`src/sv/bnfa_pkg.sv`:
```
// Shared types, command codes and defaults of the bitmap next-fit allocator.
package bnfa_pkg;

  localparam int unsigned SLOTS_DEFAULT = 256;

  typedef enum logic [1:0] {
    CMD_ALLOC = 2'd0,
    CMD_SET   = 2'd1,
    CMD_QUERY = 2'd2
  } cmd_e;

  typedef enum logic [2:0] {
    ST_CLEAR,
    ST_IDLE,
    ST_SET_RD,
    ST_SET_WR,
    ST_QRY_RD,
    ST_SCAN,
    ST_LAST_RD,
    ST_FINISH
  } state_e;

  // Commands from the controller to the datapath.
  typedef struct packed {
    logic clr_en;
    logic ld_item;
    logic rd_slot;
    logic scan_en;
    logic rd_last;
    logic wr_set;
    logic ld_res;
  } ctl_t;

  // Status from the datapath to the controller.
  typedef struct packed {
    logic clr_done;
    logic hit;
    logic miss;
  } stat_t;

endpackage

```
`src/sv/bitmap_next_fit_allocator_top.sv`:
```
// Top level of the bitmap next-fit allocator: controller plus datapath.
//
//   channel  direction  handshake               payload
//   in       sink       in_valid_i / in_stall_o    cmd_i, slot_i, used_value_i
//   out      source     out_valid_o / out_stall_i  result_slot_o, slot_used_o, full_res_o
//
// The map lives in a byte-wide memory of (SLOTS+7)/8 words; one beat is taken at a time.
// Allocate scans one map byte per cycle through the single read port.
// Set reads and then writes its map word, query reads it, and other commands finish directly.
// After reset a clearing pass writes zero to every map word, with in_stall_o held high.
// A result waits in the output register under out_stall_i while the next beat is
// accepted; that beat finishes once the register is free.
module bitmap_next_fit_allocator_top
  import bnfa_pkg::*;
#(
  parameter int unsigned SLOTS = SLOTS_DEFAULT
) (
  input  logic       clk_i,
  input  logic       rst_ni,
  input  logic       in_valid_i,
  output logic       in_stall_o,
  input  logic [1:0] cmd_i,
  input  logic [7:0] slot_i,
  input  logic       used_value_i,
  output logic       out_valid_o,
  input  logic       out_stall_i,
  output logic [7:0] result_slot_o,
  output logic       slot_used_o,
  output logic       full_res_o
);

  ctl_t  ctl;
  stat_t stat;

  // Sequence the clear pass, the read-modify-write of set, and the allocate scan.
  bnfa_ctrl u_ctrl (
    .clk_i       (clk_i),
    .rst_ni      (rst_ni),
    .in_valid_i  (in_valid_i),
    .cmd_i       (cmd_i),
    .out_stall_i (out_stall_i),
    .stat_i      (stat),
    .in_stall_o  (in_stall_o),
    .out_valid_o (out_valid_o),
    .ctl_o       (ctl)
  );

  // Hold the map, the last allocated slot and the result register.
  bnfa_dpath #(
    .SLOTS (SLOTS)
  ) u_dpath (
    .clk_i         (clk_i),
    .rst_ni        (rst_ni),
    .ctl_i         (ctl),
    .stat_o        (stat),
    .cmd_i         (cmd_i),
    .slot_i        (slot_i),
    .used_value_i  (used_value_i),
    .result_slot_o (result_slot_o),
    .slot_used_o   (slot_used_o),
    .full_res_o    (full_res_o)
  );

endmodule

```
`src/sv/bnfa_ctrl.sv`:
```
// Controller state machine of the bitmap next-fit allocator.
module bnfa_ctrl
  import bnfa_pkg::*;
(
  input  logic       clk_i,
  input  logic       rst_ni,
  input  logic       in_valid_i,
  input  logic [1:0] cmd_i,
  input  logic       out_stall_i,
  input  stat_t      stat_i,
  output logic       in_stall_o,
  output logic       out_valid_o,
  output ctl_t       ctl_o
);

  state_e state_q, state_d;
  logic   out_valid_q, out_valid_d;
  logic   out_free;

  assign out_free    = !out_valid_q || !out_stall_i;
  assign in_stall_o  = (state_q != ST_IDLE);
  assign out_valid_o = out_valid_q;

  always_ff @(posedge clk_i or negedge rst_ni) begin
    if (!rst_ni) begin
      state_q     <= ST_CLEAR;
      out_valid_q <= 1'b0;
    end else begin
      state_q     <= state_d;
      out_valid_q <= out_valid_d;
    end
  end

  always_comb begin
    state_d = state_q;
    ctl_o   = '0;
    unique case (state_q)
      ST_CLEAR: begin
        ctl_o.clr_en = 1'b1;
        if (stat_i.clr_done) state_d = ST_IDLE;
      end
      ST_IDLE: begin
        if (in_valid_i) begin
          ctl_o.ld_item = 1'b1;
          if (cmd_i == CMD_ALLOC)      state_d = ST_SCAN;
          else if (cmd_i == CMD_SET)   state_d = ST_SET_RD;
          else if (cmd_i == CMD_QUERY) state_d = ST_QRY_RD;
          else                         state_d = ST_FINISH;
        end
      end
      ST_SET_RD: begin
        ctl_o.rd_slot = 1'b1;
        state_d       = ST_SET_WR;
      end
      ST_SET_WR: begin
        ctl_o.wr_set = 1'b1;
        state_d      = ST_FINISH;
      end
      ST_QRY_RD: begin
        ctl_o.rd_slot = 1'b1;
        state_d       = ST_FINISH;
      end
      ST_SCAN: begin
        ctl_o.scan_en = 1'b1;
        if (stat_i.hit)       state_d = ST_FINISH;
        else if (stat_i.miss) state_d = ST_LAST_RD;
      end
      ST_LAST_RD: begin
        ctl_o.rd_last = 1'b1;
        state_d       = ST_FINISH;
      end
      ST_FINISH: begin
        if (out_free) begin
          ctl_o.ld_res = 1'b1;
          state_d      = ST_IDLE;
        end
      end
      default: state_d = ST_IDLE;
    endcase
  end

  always_comb begin
    out_valid_d = out_valid_q;
    if (ctl_o.ld_res)      out_valid_d = 1'b1;
    else if (!out_stall_i) out_valid_d = 1'b0;
  end

endmodule

```
`src/sv/bnfa_dpath.sv`:
```
// Datapath of the bitmap next-fit allocator: byte-wide map memory, scan and result registers.
module bnfa_dpath
  import bnfa_pkg::*;
#(
  parameter int unsigned SLOTS = SLOTS_DEFAULT
) (
  input  logic       clk_i,
  input  logic       rst_ni,
  input  ctl_t       ctl_i,
  output stat_t      stat_o,
  input  logic [1:0] cmd_i,
  input  logic [7:0] slot_i,
  input  logic       used_value_i,
  output logic [7:0] result_slot_o,
  output logic       slot_used_o,
  output logic       full_res_o
);

  localparam int unsigned WORDS   = (SLOTS + 7) / 8;
  localparam int unsigned WADDR_W = (WORDS > 1) ? $clog2(WORDS) : 1;
  localparam int unsigned IDX_W   = $clog2(SLOTS);
  localparam int unsigned IDXX    = WADDR_W + 3;
  localparam int unsigned XW      = (IDXX > 8) ? IDXX : 8;
  localparam int unsigned CNT_W   = $clog2(WORDS + 2);

  logic [7:0]         mem_q [WORDS];
  logic [7:0]         rdata_q;

  logic [1:0]         cmd_q;
  logic [7:0]         slot_q;
  logic               val_q;
  logic [IDX_W-1:0]   last_q;
  logic               full_q;
  logic [WADDR_W-1:0] clr_cnt_q;
  logic [WADDR_W-1:0] scan_ptr_q;
  logic [CNT_W-1:0]   issue_cnt_q;
  logic [2:0]         sbit_q;
  logic               pend_q;
  logic               rfirst_q;
  logic               rfinal_q;
  logic [WADDR_W-1:0] rword_q;

  logic [7:0]         res_slot_q;
  logic               res_used_q;
  logic               res_full_q;

  logic [IDX_W-1:0]   start;
  logic [IDXX-1:0]    start_x;
  logic [XW-1:0]      slot_x;
  logic [XW-1:0]      last_x;
  logic               in_range;
  logic               issuing;
  logic [7:0]         free_bits;
  logic [2:0]         hit_b;
  logic               hit;
  logic [IDXX-1:0]    found_idx;
  logic               rd_en;
  logic [WADDR_W-1:0] rd_addr;
  logic               wr_en;
  logic [WADDR_W-1:0] wr_addr;
  logic [7:0]         wr_data;
  logic [7:0]         set_word;

  assign start    = (last_q == IDX_W'(SLOTS - 1)) ? '0 : last_q + 1'b1;
  assign start_x  = IDXX'(start);
  assign slot_x   = XW'(slot_q);
  assign last_x   = XW'(last_q);
  assign in_range = 32'(slot_q) < 32'(SLOTS);
  assign issuing  = issue_cnt_q <= CNT_W'(WORDS);

  // Candidate bits of the word under check, in scan order from the start slot.
  always_comb begin
    logic [IDXX-1:0] idx;
    for (int b = 0; b < 8; b++) begin
      idx = {rword_q, 3'(b)};
      free_bits[b] = !rdata_q[b] && (32'(idx) < 32'(SLOTS)) && (idx != IDXX'(last_q))
                     && (!rfirst_q || (3'(b) >= sbit_q))
                     && (!rfinal_q || (3'(b) < sbit_q));
    end
  end

  // Lowest free bit wins.
  always_comb begin
    hit_b = '0;
    for (int b = 7; b >= 0; b--) begin
      if (free_bits[b]) hit_b = 3'(b);
    end
  end

  assign hit       = ctl_i.scan_en && pend_q && (free_bits != 8'd0);
  assign found_idx = {rword_q, hit_b};

  assign stat_o.clr_done = (clr_cnt_q == WADDR_W'(WORDS - 1));
  assign stat_o.hit      = hit;
  assign stat_o.miss     = ctl_i.scan_en && pend_q && rfinal_q && !hit;

  // Read port select.
  always_comb begin
    rd_en   = 1'b0;
    rd_addr = scan_ptr_q;
    priority if (ctl_i.rd_slot) begin
      rd_en   = 1'b1;
      rd_addr = slot_x[WADDR_W+2:3];
    end else if (ctl_i.rd_last) begin
      rd_en   = 1'b1;
      rd_addr = last_x[WADDR_W+2:3];
    end else if (ctl_i.scan_en && issuing) begin
      rd_en   = 1'b1;
      rd_addr = scan_ptr_q;
    end
  end

  always_comb begin
    set_word = rdata_q;
    set_word[slot_x[2:0]] = val_q;
  end

  // Write port select: clear sweep, set, or mark the slot just found.
  always_comb begin
    wr_en   = 1'b0;
    wr_addr = clr_cnt_q;
    wr_data = '0;
    priority if (ctl_i.clr_en) begin
      wr_en   = 1'b1;
      wr_addr = clr_cnt_q;
      wr_data = '0;
    end else if (ctl_i.wr_set && in_range) begin
      wr_en   = 1'b1;
      wr_addr = slot_x[WADDR_W+2:3];
      wr_data = set_word;
    end else if (hit) begin
      wr_en   = 1'b1;
      wr_addr = rword_q;
      wr_data = rdata_q | (8'd1 << hit_b);
    end
  end

  always_ff @(posedge clk_i) begin
    if (wr_en) mem_q[wr_addr] <= wr_data;
    if (rd_en) rdata_q <= mem_q[rd_addr];
  end

  // Capture the item.
  always_ff @(posedge clk_i) begin
    if (ctl_i.ld_item) begin
      cmd_q  <= cmd_i;
      slot_q <= slot_i;
      val_q  <= used_value_i;
    end
  end

  always_ff @(posedge clk_i or negedge rst_ni) begin
    if (!rst_ni) begin
      last_q      <= '0;
      full_q      <= 1'b0;
      clr_cnt_q   <= '0;
      scan_ptr_q  <= '0;
      issue_cnt_q <= '0;
      sbit_q      <= '0;
      pend_q      <= 1'b0;
      rfirst_q    <= 1'b0;
      rfinal_q    <= 1'b0;
      rword_q     <= '0;
    end else begin
      if (ctl_i.clr_en) clr_cnt_q <= clr_cnt_q + 1'b1;
      if (ctl_i.ld_item) begin
        scan_ptr_q  <= start_x[IDXX-1:3];
        sbit_q      <= start_x[2:0];
        issue_cnt_q <= '0;
        full_q      <= 1'b0;
      end
      pend_q <= ctl_i.scan_en && issuing;
      if (ctl_i.scan_en && issuing) begin
        rword_q     <= scan_ptr_q;
        rfirst_q    <= (issue_cnt_q == '0);
        rfinal_q    <= (issue_cnt_q == CNT_W'(WORDS));
        issue_cnt_q <= issue_cnt_q + 1'b1;
        scan_ptr_q  <= (scan_ptr_q == WADDR_W'(WORDS - 1)) ? '0 : scan_ptr_q + 1'b1;
      end
      if (hit) last_q <= found_idx[IDX_W-1:0];
      if (stat_o.miss) full_q <= 1'b1;
    end
  end

  // Result register.
  always_ff @(posedge clk_i) begin
    if (ctl_i.ld_res) begin
      unique case (cmd_q)
        CMD_ALLOC: begin
          res_slot_q <= last_x[7:0];
          res_used_q <= full_q ? rdata_q[last_x[2:0]] : 1'b1;
          res_full_q <= full_q;
        end
        CMD_SET: begin
          res_slot_q <= slot_q;
          res_used_q <= in_range && val_q;
          res_full_q <= 1'b0;
        end
        CMD_QUERY: begin
          res_slot_q <= slot_q;
          res_used_q <= in_range && rdata_q[slot_x[2:0]];
          res_full_q <= 1'b0;
        end
        default: begin
          res_slot_q <= slot_q;
          res_used_q <= 1'b0;
          res_full_q <= 1'b0;
        end
      endcase
    end
  end

  assign result_slot_o = res_slot_q;
  assign slot_used_o   = res_used_q;
  assign full_res_o    = res_full_q;

endmodule
```
`config.mk`:
```
export PLATFORM = sky130hd
export DESIGN_NAME = bitmap_next_fit_allocator_top
export DESIGN_NICKNAME = d
export VERILOG_FILES = /design/src/sv/bnfa_pkg.sv /design/src/sv/bitmap_next_fit_allocator_top.sv /design/src/sv/bnfa_ctrl.sv /design/src/sv/bnfa_dpath.sv
export SDC_FILE = /design/constraint.sdc
export NUM_CORES = 1
export LEC_CHECK = 0
export BUFFER_PORTS_ARGS = -buffer_cell sky130_fd_sc_hd__buf_2
export CAP_MARGIN = 10
export CORE_ASPECT_RATIO = 0.75
export CORE_UTILIZATION = 55
export CTS_CLUSTER_SIZE = 25
export DETAILED_ROUTE_END_ITERATION = 10
export GPL_ROUTABILITY_DRIVEN = 0
export PLACE_DENSITY = 0.7
export SLEW_MARGIN = 0
export SYNTH_ARGS = -nofsm -noshare
export SYNTH_HDL_FRONTEND = slang
export SYNTH_HIERARCHICAL = 1
export SYNTH_SLANG_ARGS = --single-unit
```
`constraint.sdc`:
```
create_clock -name clk_i -period 9.9 [get_ports clk_i]
set_clock_uncertainty 0.15 [all_clocks]
set_input_delay 1.98 -clock clk_i [delete_from_list [all_inputs] [get_ports clk_i]]
set_output_delay 1.98 -clock clk_i [all_outputs]
set_load 0.03 [all_outputs]
```
# == Word level (Yosys, flattened, before mapping) ==
# Memory sizes are Yosys's and may differ from the RTL's. A register that Yosys moved wholly into a read port is not among the register bits.
# Cells that the tools add are included.
# totals
wordCells,206
reg_bits,61
mem_bits_rw,256
input_bits,15
output_inout_bits,12
memories,1
# memory_table
memory,words,width,rd,rd_clocked_by_memory_dff,write_ports,line,text
u_dpath.mem_q,32,8,1,1,1,bnfa_dpath.sv:26,logic [7:0] mem_q [WORDS];
# op_classes
eq_ne,29
add_sub_neg,4
n_bitwise,1
order_cmp,20
n_reduce_logical,70
n_shift,1
n_mux,62
# op_table
cell,n
$ne 8x8->1,8
$mux 3,15
$mux 5,8
$mux 8,5
$logic_and 1x1->1,30
$mux 1,25
$pmux 3 s6,1
$logic_or 1x1->1,17
$logic_not 1->1,13
$eq 3x3->1 const B,4
$ge 3x3->1 const A,4
$lt 3x3->1 const A,4
$mux 6,2
$add 5x1->5 const B,2
$eq 5x5->1 const B,2
$add 8x1->8 const B,1
$bwmux 8,1
$eq 8x8->1 const B,1
$lt 3x4->1 const B,2
$or 8x8->8,1
$reduce_bool 8->1,1
$shl 1x3->8 const A,1
$add 6x1->6 const B,1
$bmux 1 s3,2
25 further kinds,36

# == Logic depth before layout (Yosys ltp) ==
# depth
depth_word,17
depth_mapped,14
mapped_depth_nobuf,10

# == Hierarchy ==
# The synthesis kept the hierarchy.
# modules_own_cells
mod,cells_each,area_per_inst_um2,seq_area_each_um2,n_inst
bnfa_dpath,859,13969.6,9459.1,1
bnfa_ctrl,41,336.6,100.1,1

# == Least setup slack after synthesis ==
# No wires, ideal clock.
# synth_timing
path_kind,register to register
startpoint,register u_dpath.sbit_q[0]
endpoint,memory u_dpath.mem_q[0][4] (data pin)
path_stages_with_launch,11
path_slack_ns,5.505
setup_ns,0.479
period_less_slack_ns,4.395
required_time_ns,9.271
arrival_time_ns,3.767
path_buffers,3
path_cell_list,dfrtp_1 > clkbuf_1 > o211a_1 > a211oi_1 > a22oi_1 > and3_1 > a21oi_2 > clkbuf_1 > buf_2 > a21oi_1 > a221oi_1
# synth_via
word_cells_on_any_way,63
classes_between,order compare: 16; shift: 1; mux: 11; bitwise: 1; reduce/logical: 34
# synth_rtl
item,line,text
start: declaration,bnfa_dpath.sv:37,logic [2:0] sbit_q;
start signal: assignment,bnfa_dpath.sv:168,sbit_q <= start_x[2:0];
$ge 1x3->1 (tied with other cells),bnfa_dpath.sv:77,&& (!rfirst_q || (3'(b) >= sbit_q))
$logic_or 1x1->1,bnfa_dpath.sv:77,
$logic_and 1x1->1,bnfa_dpath.sv:77,
$logic_and 1x1->1,bnfa_dpath.sv:78,&& (!rfinal_q || (3'(b) < sbit_q));
$reduce_bool 8->1 (*),bnfa_dpath.sv:90,assign hit = ctl_i.scan_en && pend_q && (free_bits != 8'd0);
$logic_and 1x1->1 (*),bnfa_dpath.sv:90,
via u_dpath.hit,bnfa_dpath.sv:55,logic hit;
$mux 8 (*),bnfa_dpath.sv:131,end else if (hit) begin
$mux 8 (*),bnfa_dpath.sv:127,end else if (ctl_i.wr_set && in_range) begin
$mux 8 (*),bnfa_dpath.sv:123,priority if (ctl_i.clr_en) begin
via u_dpath.wr_data[4],bnfa_dpath.sv:61,logic [7:0] wr_data;
end: declaration,bnfa_dpath.sv:26,
# Mark *: on every way through the listed nets, which the timed path passes. The rest lies on a longest branch.

==> impl_metrics.toml <==
[critical_path]
cp-endpoint = "u_dpath/rdata_q[0]"
path_delay_family = "multiplexers"
standard_cell_with_the_maximum_stage_delay_on_the_critical_path = "sky130_fd_sc_hd__buf_4"
cp-start-kind = "register"
cp_cell_sequence = "inv_1, nor3_1, mux2i_1, nor2_1, a21oi_4, buf_4, mux4_2, mux2_2, a21oi_1, o21ai_0"
worst_r2r_endpoint = "u_dpath/rdata_q[0]"
timing_worst_setup_path_type = "register to register"
cp-startpoint = "u_ctrl/state_q[1]"
timing.rr.start = "u_ctrl/state_q[1]"
path_max_fanout = 53
cp_num_cells = 10
critical_path.max_stage_delay_ns = 0.90
worst-r2r-setup-slack_ns = 4.91
worstPathRequired_ns = 10.03
cp-end-kind = "register"
timing.critical_path.buf_inv = 2
depth_of_the_worst_register_to_register_path = 10
cp.arrival_ns = 5.13

[global_route]
grt_first_pass_wirelength_um = 48500
antenna_found_initial = 0
grt_pass1_vias = 7615
grt_use_total_pct = 24.6
pin_count_of_the_biggest_net_entering_global_routing = 65
gr_overflow_total = 0

[worst_hold_path]
holdCritPathClass = "register to register"
worstHoldStart = "u_dpath/issue_cnt_q[4]"

[timing]
fmax_ghz = 0.200
post-route-worst-setup-slack_ns = 4.91
tightest_slew_ns = 1.08
grt_setup_unrepaired = "false"
setup_viol_count_final = 0
timing.final.crit_period_ns = 4.99
maxSlewViolCount = 0
setup_tns_ns = 0
finalHoldViolations = 0
final_period_util_pct = 50.4
slew-limit-headroom_pct = 27.9

[drt]
route.final.wire_length_um = 31700
first_pass_iters = 7
drt_iter0_drc = 952
route.detailed.wl_per_inst_um = 24.7
detail_route.vias_per_cell = 6.31
drtAntennaViolNets = 0
drt_drc_violations_left = 0
num_vias = 8108

[cts]
cts_hold_buf = 0
clk_root_buffer_cell = "sky130_fd_sc_hd__clkbuf_16"
clkSlewWorstSetupHoldPaths_ns = 0.06
cts_resized = 0
num_clock_sinks = 325
cts_setup_buffers = 0
clk_path_buf_depth = 3
tritoncts = "done"
cts_buffer_count = 31
insertion_delay_ns = 0.55
ctsHtreeMaxLevel = 1

[yosys]
postSynthRegisterBits = 325
syn-instance-count = 900
synth.distinct_cells = 70
synth_area_sq_mm = 0.0143
syn-mean-instance-area_sq_um = 15.9
synthFlopType = "sky130_fd_sc_hd__edfxtp_1"
synthesis.nets = 928
synth-edff-count = 285
ys_warn_count = 6
synthArstFlopShare_pct = 12.3
synth-seq-area-share_pct = 66.8

[power]
final_power_mw = 5.28
vdd_drop_max_mv = 0.387
power_density_mw_per_mm2 = 333
leakage_power_figure_nw = 5.50

[placement]
place.detailed.instances = 1228
port_buffers = 26
hpwlAfterDp_um = 20800
place_ws_ns = 4.85
placed_area_sq_mm = 0.0149

[finish]
diodes = 0
filler_cell_count = 1808
area.growth.synth_to_final_pct = 10.8
stdcell_area_sq_mm = 0.0159
nets = 951
finalNonFillerCells = 1285
share_of_final_layout_standard_cells_stronger_than_drive_strength_1_pct = 23.9

[run_status]
outcome = "finished clean"

[die]
floorplan.die.height_um = 142
die_width_um = 188
die_area_sq_mm = 0.0267
num_rows = 50
initial_utilization_pct = 56.6
coreArea_sq_mm = 0.0253
num_io_pins = 27

[job]
count_of_maximum_capacitance_violations = 0
## Yosys cell counts, types with 3 or more instances
cell type	n	area, sq um
sky130_fd_sc_hd__edfxtp_1	285	8560
sky130_fd_sc_hd__mux4_2	68	1530
sky130_fd_sc_hd__nor2_1	65	244
sky130_fd_sc_hd__nand2_1	50	188
sky130_fd_sc_hd__dfrtp_1	40	1000
sky130_fd_sc_hd__o21ai_0	38	190
sky130_fd_sc_hd__clkbuf_1	33	124
sky130_fd_sc_hd__mux2i_1	31	310
sky130_fd_sc_hd__mux2_2	30	338
sky130_fd_sc_hd__a21oi_1	28	140
sky130_fd_sc_hd__nand3_1	26	130
sky130_fd_sc_hd__inv_1	22	82.6
sky130_fd_sc_hd__ha_1	13	163
sky130_fd_sc_hd__buf_1	10	37.5
sky130_fd_sc_hd__o211ai_1	10	75.1
sky130_fd_sc_hd__nor2b_1	9	56.3
sky130_fd_sc_hd__nor3_1	9	45.0
sky130_fd_sc_hd__xnor2_1	9	78.8
sky130_fd_sc_hd__a211oi_1	8	60.1
sky130_fd_sc_hd__a31oi_1	7	43.8
sky130_fd_sc_hd__buf_2	7	35.0
sky130_fd_sc_hd__a221oi_1	6	52.6
sky130_fd_sc_hd__or2_2	6	37.5
sky130_fd_sc_hd__xor2_1	6	52.6
sky130_fd_sc_hd__and3_1	5	31.3
sky130_fd_sc_hd__o22ai_1	5	31.3
sky130_fd_sc_hd__buf_4	4	30.0
sky130_fd_sc_hd__nand2b_1	4	25.0
sky130_fd_sc_hd__nand3b_1	4	30.0
sky130_fd_sc_hd__or3_4	4	45.0
sky130_fd_sc_hd__a22oi_1	3	22.5
sky130_fd_sc_hd__nand4_1	3	18.8
sky130_fd_sc_hd__nor3b_1	3	22.5
sky130_fd_sc_hd__o21a_1	3	22.5
sky130_fd_sc_hd__o31ai_1	3	22.5
## area by class of cell
type	instances	area (sq um)	area share, %
Timing Repair Buffer	45	273	1.72
Sequential cell	325	9560	60.3
Clock inverter	22	165	1.04
Multi-Input combinational cell	497	4560	28.7
Inverter	23	86.3	0.545
Tap cell	338	423	2.67
Clock buffer	35	791	4.99
## registers in the layout, summed over array words and instances (netlist names), 2 cells and up
register               count
u_dpath/rdata_q            8
u_dpath/mem_q            256
u_dpath/scan_ptr_q         5
u_dpath/slot_q             8
u_dpath/result_slot_o      8
u_dpath/sbit_q             3
u_dpath/rword_q            5
u_dpath/clr_cnt_q          5
u_dpath/cmd_q              2
u_dpath/last_q             8
u_dpath/issue_cnt_q        6
u_ctrl/state_q             3
## placed cells by master (no fill, tap or decap), types with 6 or more instances in the layout
cell	instances
sky130_fd_sc_hd__buf_2	26
sky130_fd_sc_hd__xor2_1	6
sky130_fd_sc_hd__nand2_1	50
sky130_fd_sc_hd__mux4_2	68
sky130_fd_sc_hd__mux2_2	30
sky130_fd_sc_hd__a21oi_1	24
sky130_fd_sc_hd__nor2b_1	9
sky130_fd_sc_hd__clkinv_1	9
sky130_fd_sc_hd__ha_1	13
sky130_fd_sc_hd__or2_2	6
sky130_fd_sc_hd__dfrtp_1	40
sky130_fd_sc_hd__nand3_1	26
sky130_fd_sc_hd__nor2_1	64
sky130_fd_sc_hd__o21ai_0	37
sky130_fd_sc_hd__mux2i_1	31
sky130_fd_sc_hd__clkbuf_16	31
sky130_fd_sc_hd__clkinv_2	6
sky130_fd_sc_hd__nor3_1	8
sky130_fd_sc_hd__a31oi_1	7
sky130_fd_sc_hd__buf_4	19
sky130_fd_sc_hd__xnor2_1	9
sky130_fd_sc_hd__inv_1	22
sky130_fd_sc_hd__edfxtp_1	285
sky130_fd_sc_hd__o211ai_1	10
## where the power goes
part           switching, mW  internal, mW  total, mW
Combinational           1.26         0.844       2.11
Clock                  0.493         0.626       1.12
Sequential             0.193          1.86       2.06
## cell families (layout without fill, tap and decap cells)
family          Yosys count  count (layout)  synth area share, %
xor+xnor                 15              15                0.918
simple gates            199             199                 6.82
buf+inv                  78             125                 2.27
mux                     129             129                 15.2
fa+ha+maj                13              13                 1.14
compound gates          141             141                 6.80
flops                   325             325                 66.8
## how the worst min path moves through the flow
stage / endpoint / slack (ns) / cells past startpoint
floorplan: u_dpath/rfirst_q / 0.31 / 1
finish: u_dpath/issue_cnt_q[4] / 0.38 / 1
detailed placement: u_dpath/issue_cnt_q[4] / 0.36 / 1
global route: u_dpath/issue_cnt_q[4] / 0.42 / 1
CTS: u_dpath/issue_cnt_q[4] / 0.37 / 1
global placement: u_dpath/issue_cnt_q[4] / 0.36 / 1
## per-stage QoR
step | hold slack (ns) | utilization (%)
after floorplan | 0.308 | -
after global placement | 0.358 | 59.0
after detailed placement | 0.361 | 59.0
after CTS | 0.374 | 62.7
after global routing | 0.420 | 62.7
final | 0.379 | 62.7
## metal layers
| metal | GRT usage (%) | vias to the layer above | wire length [um] |
|---|---|---|---|
| li1 | - | 3581 | - |
| met4 | 5.05 | 0 | 560 |
| met3 | 5.05 | 40 | 3150 |
| met2 | 33.2 | 352 | 13200 |
| met1 | 41.0 | 4135 | 14800 |
| met5 | 0 | - | 0 |
Note: power is estimated with default switching activity, not from simulation.
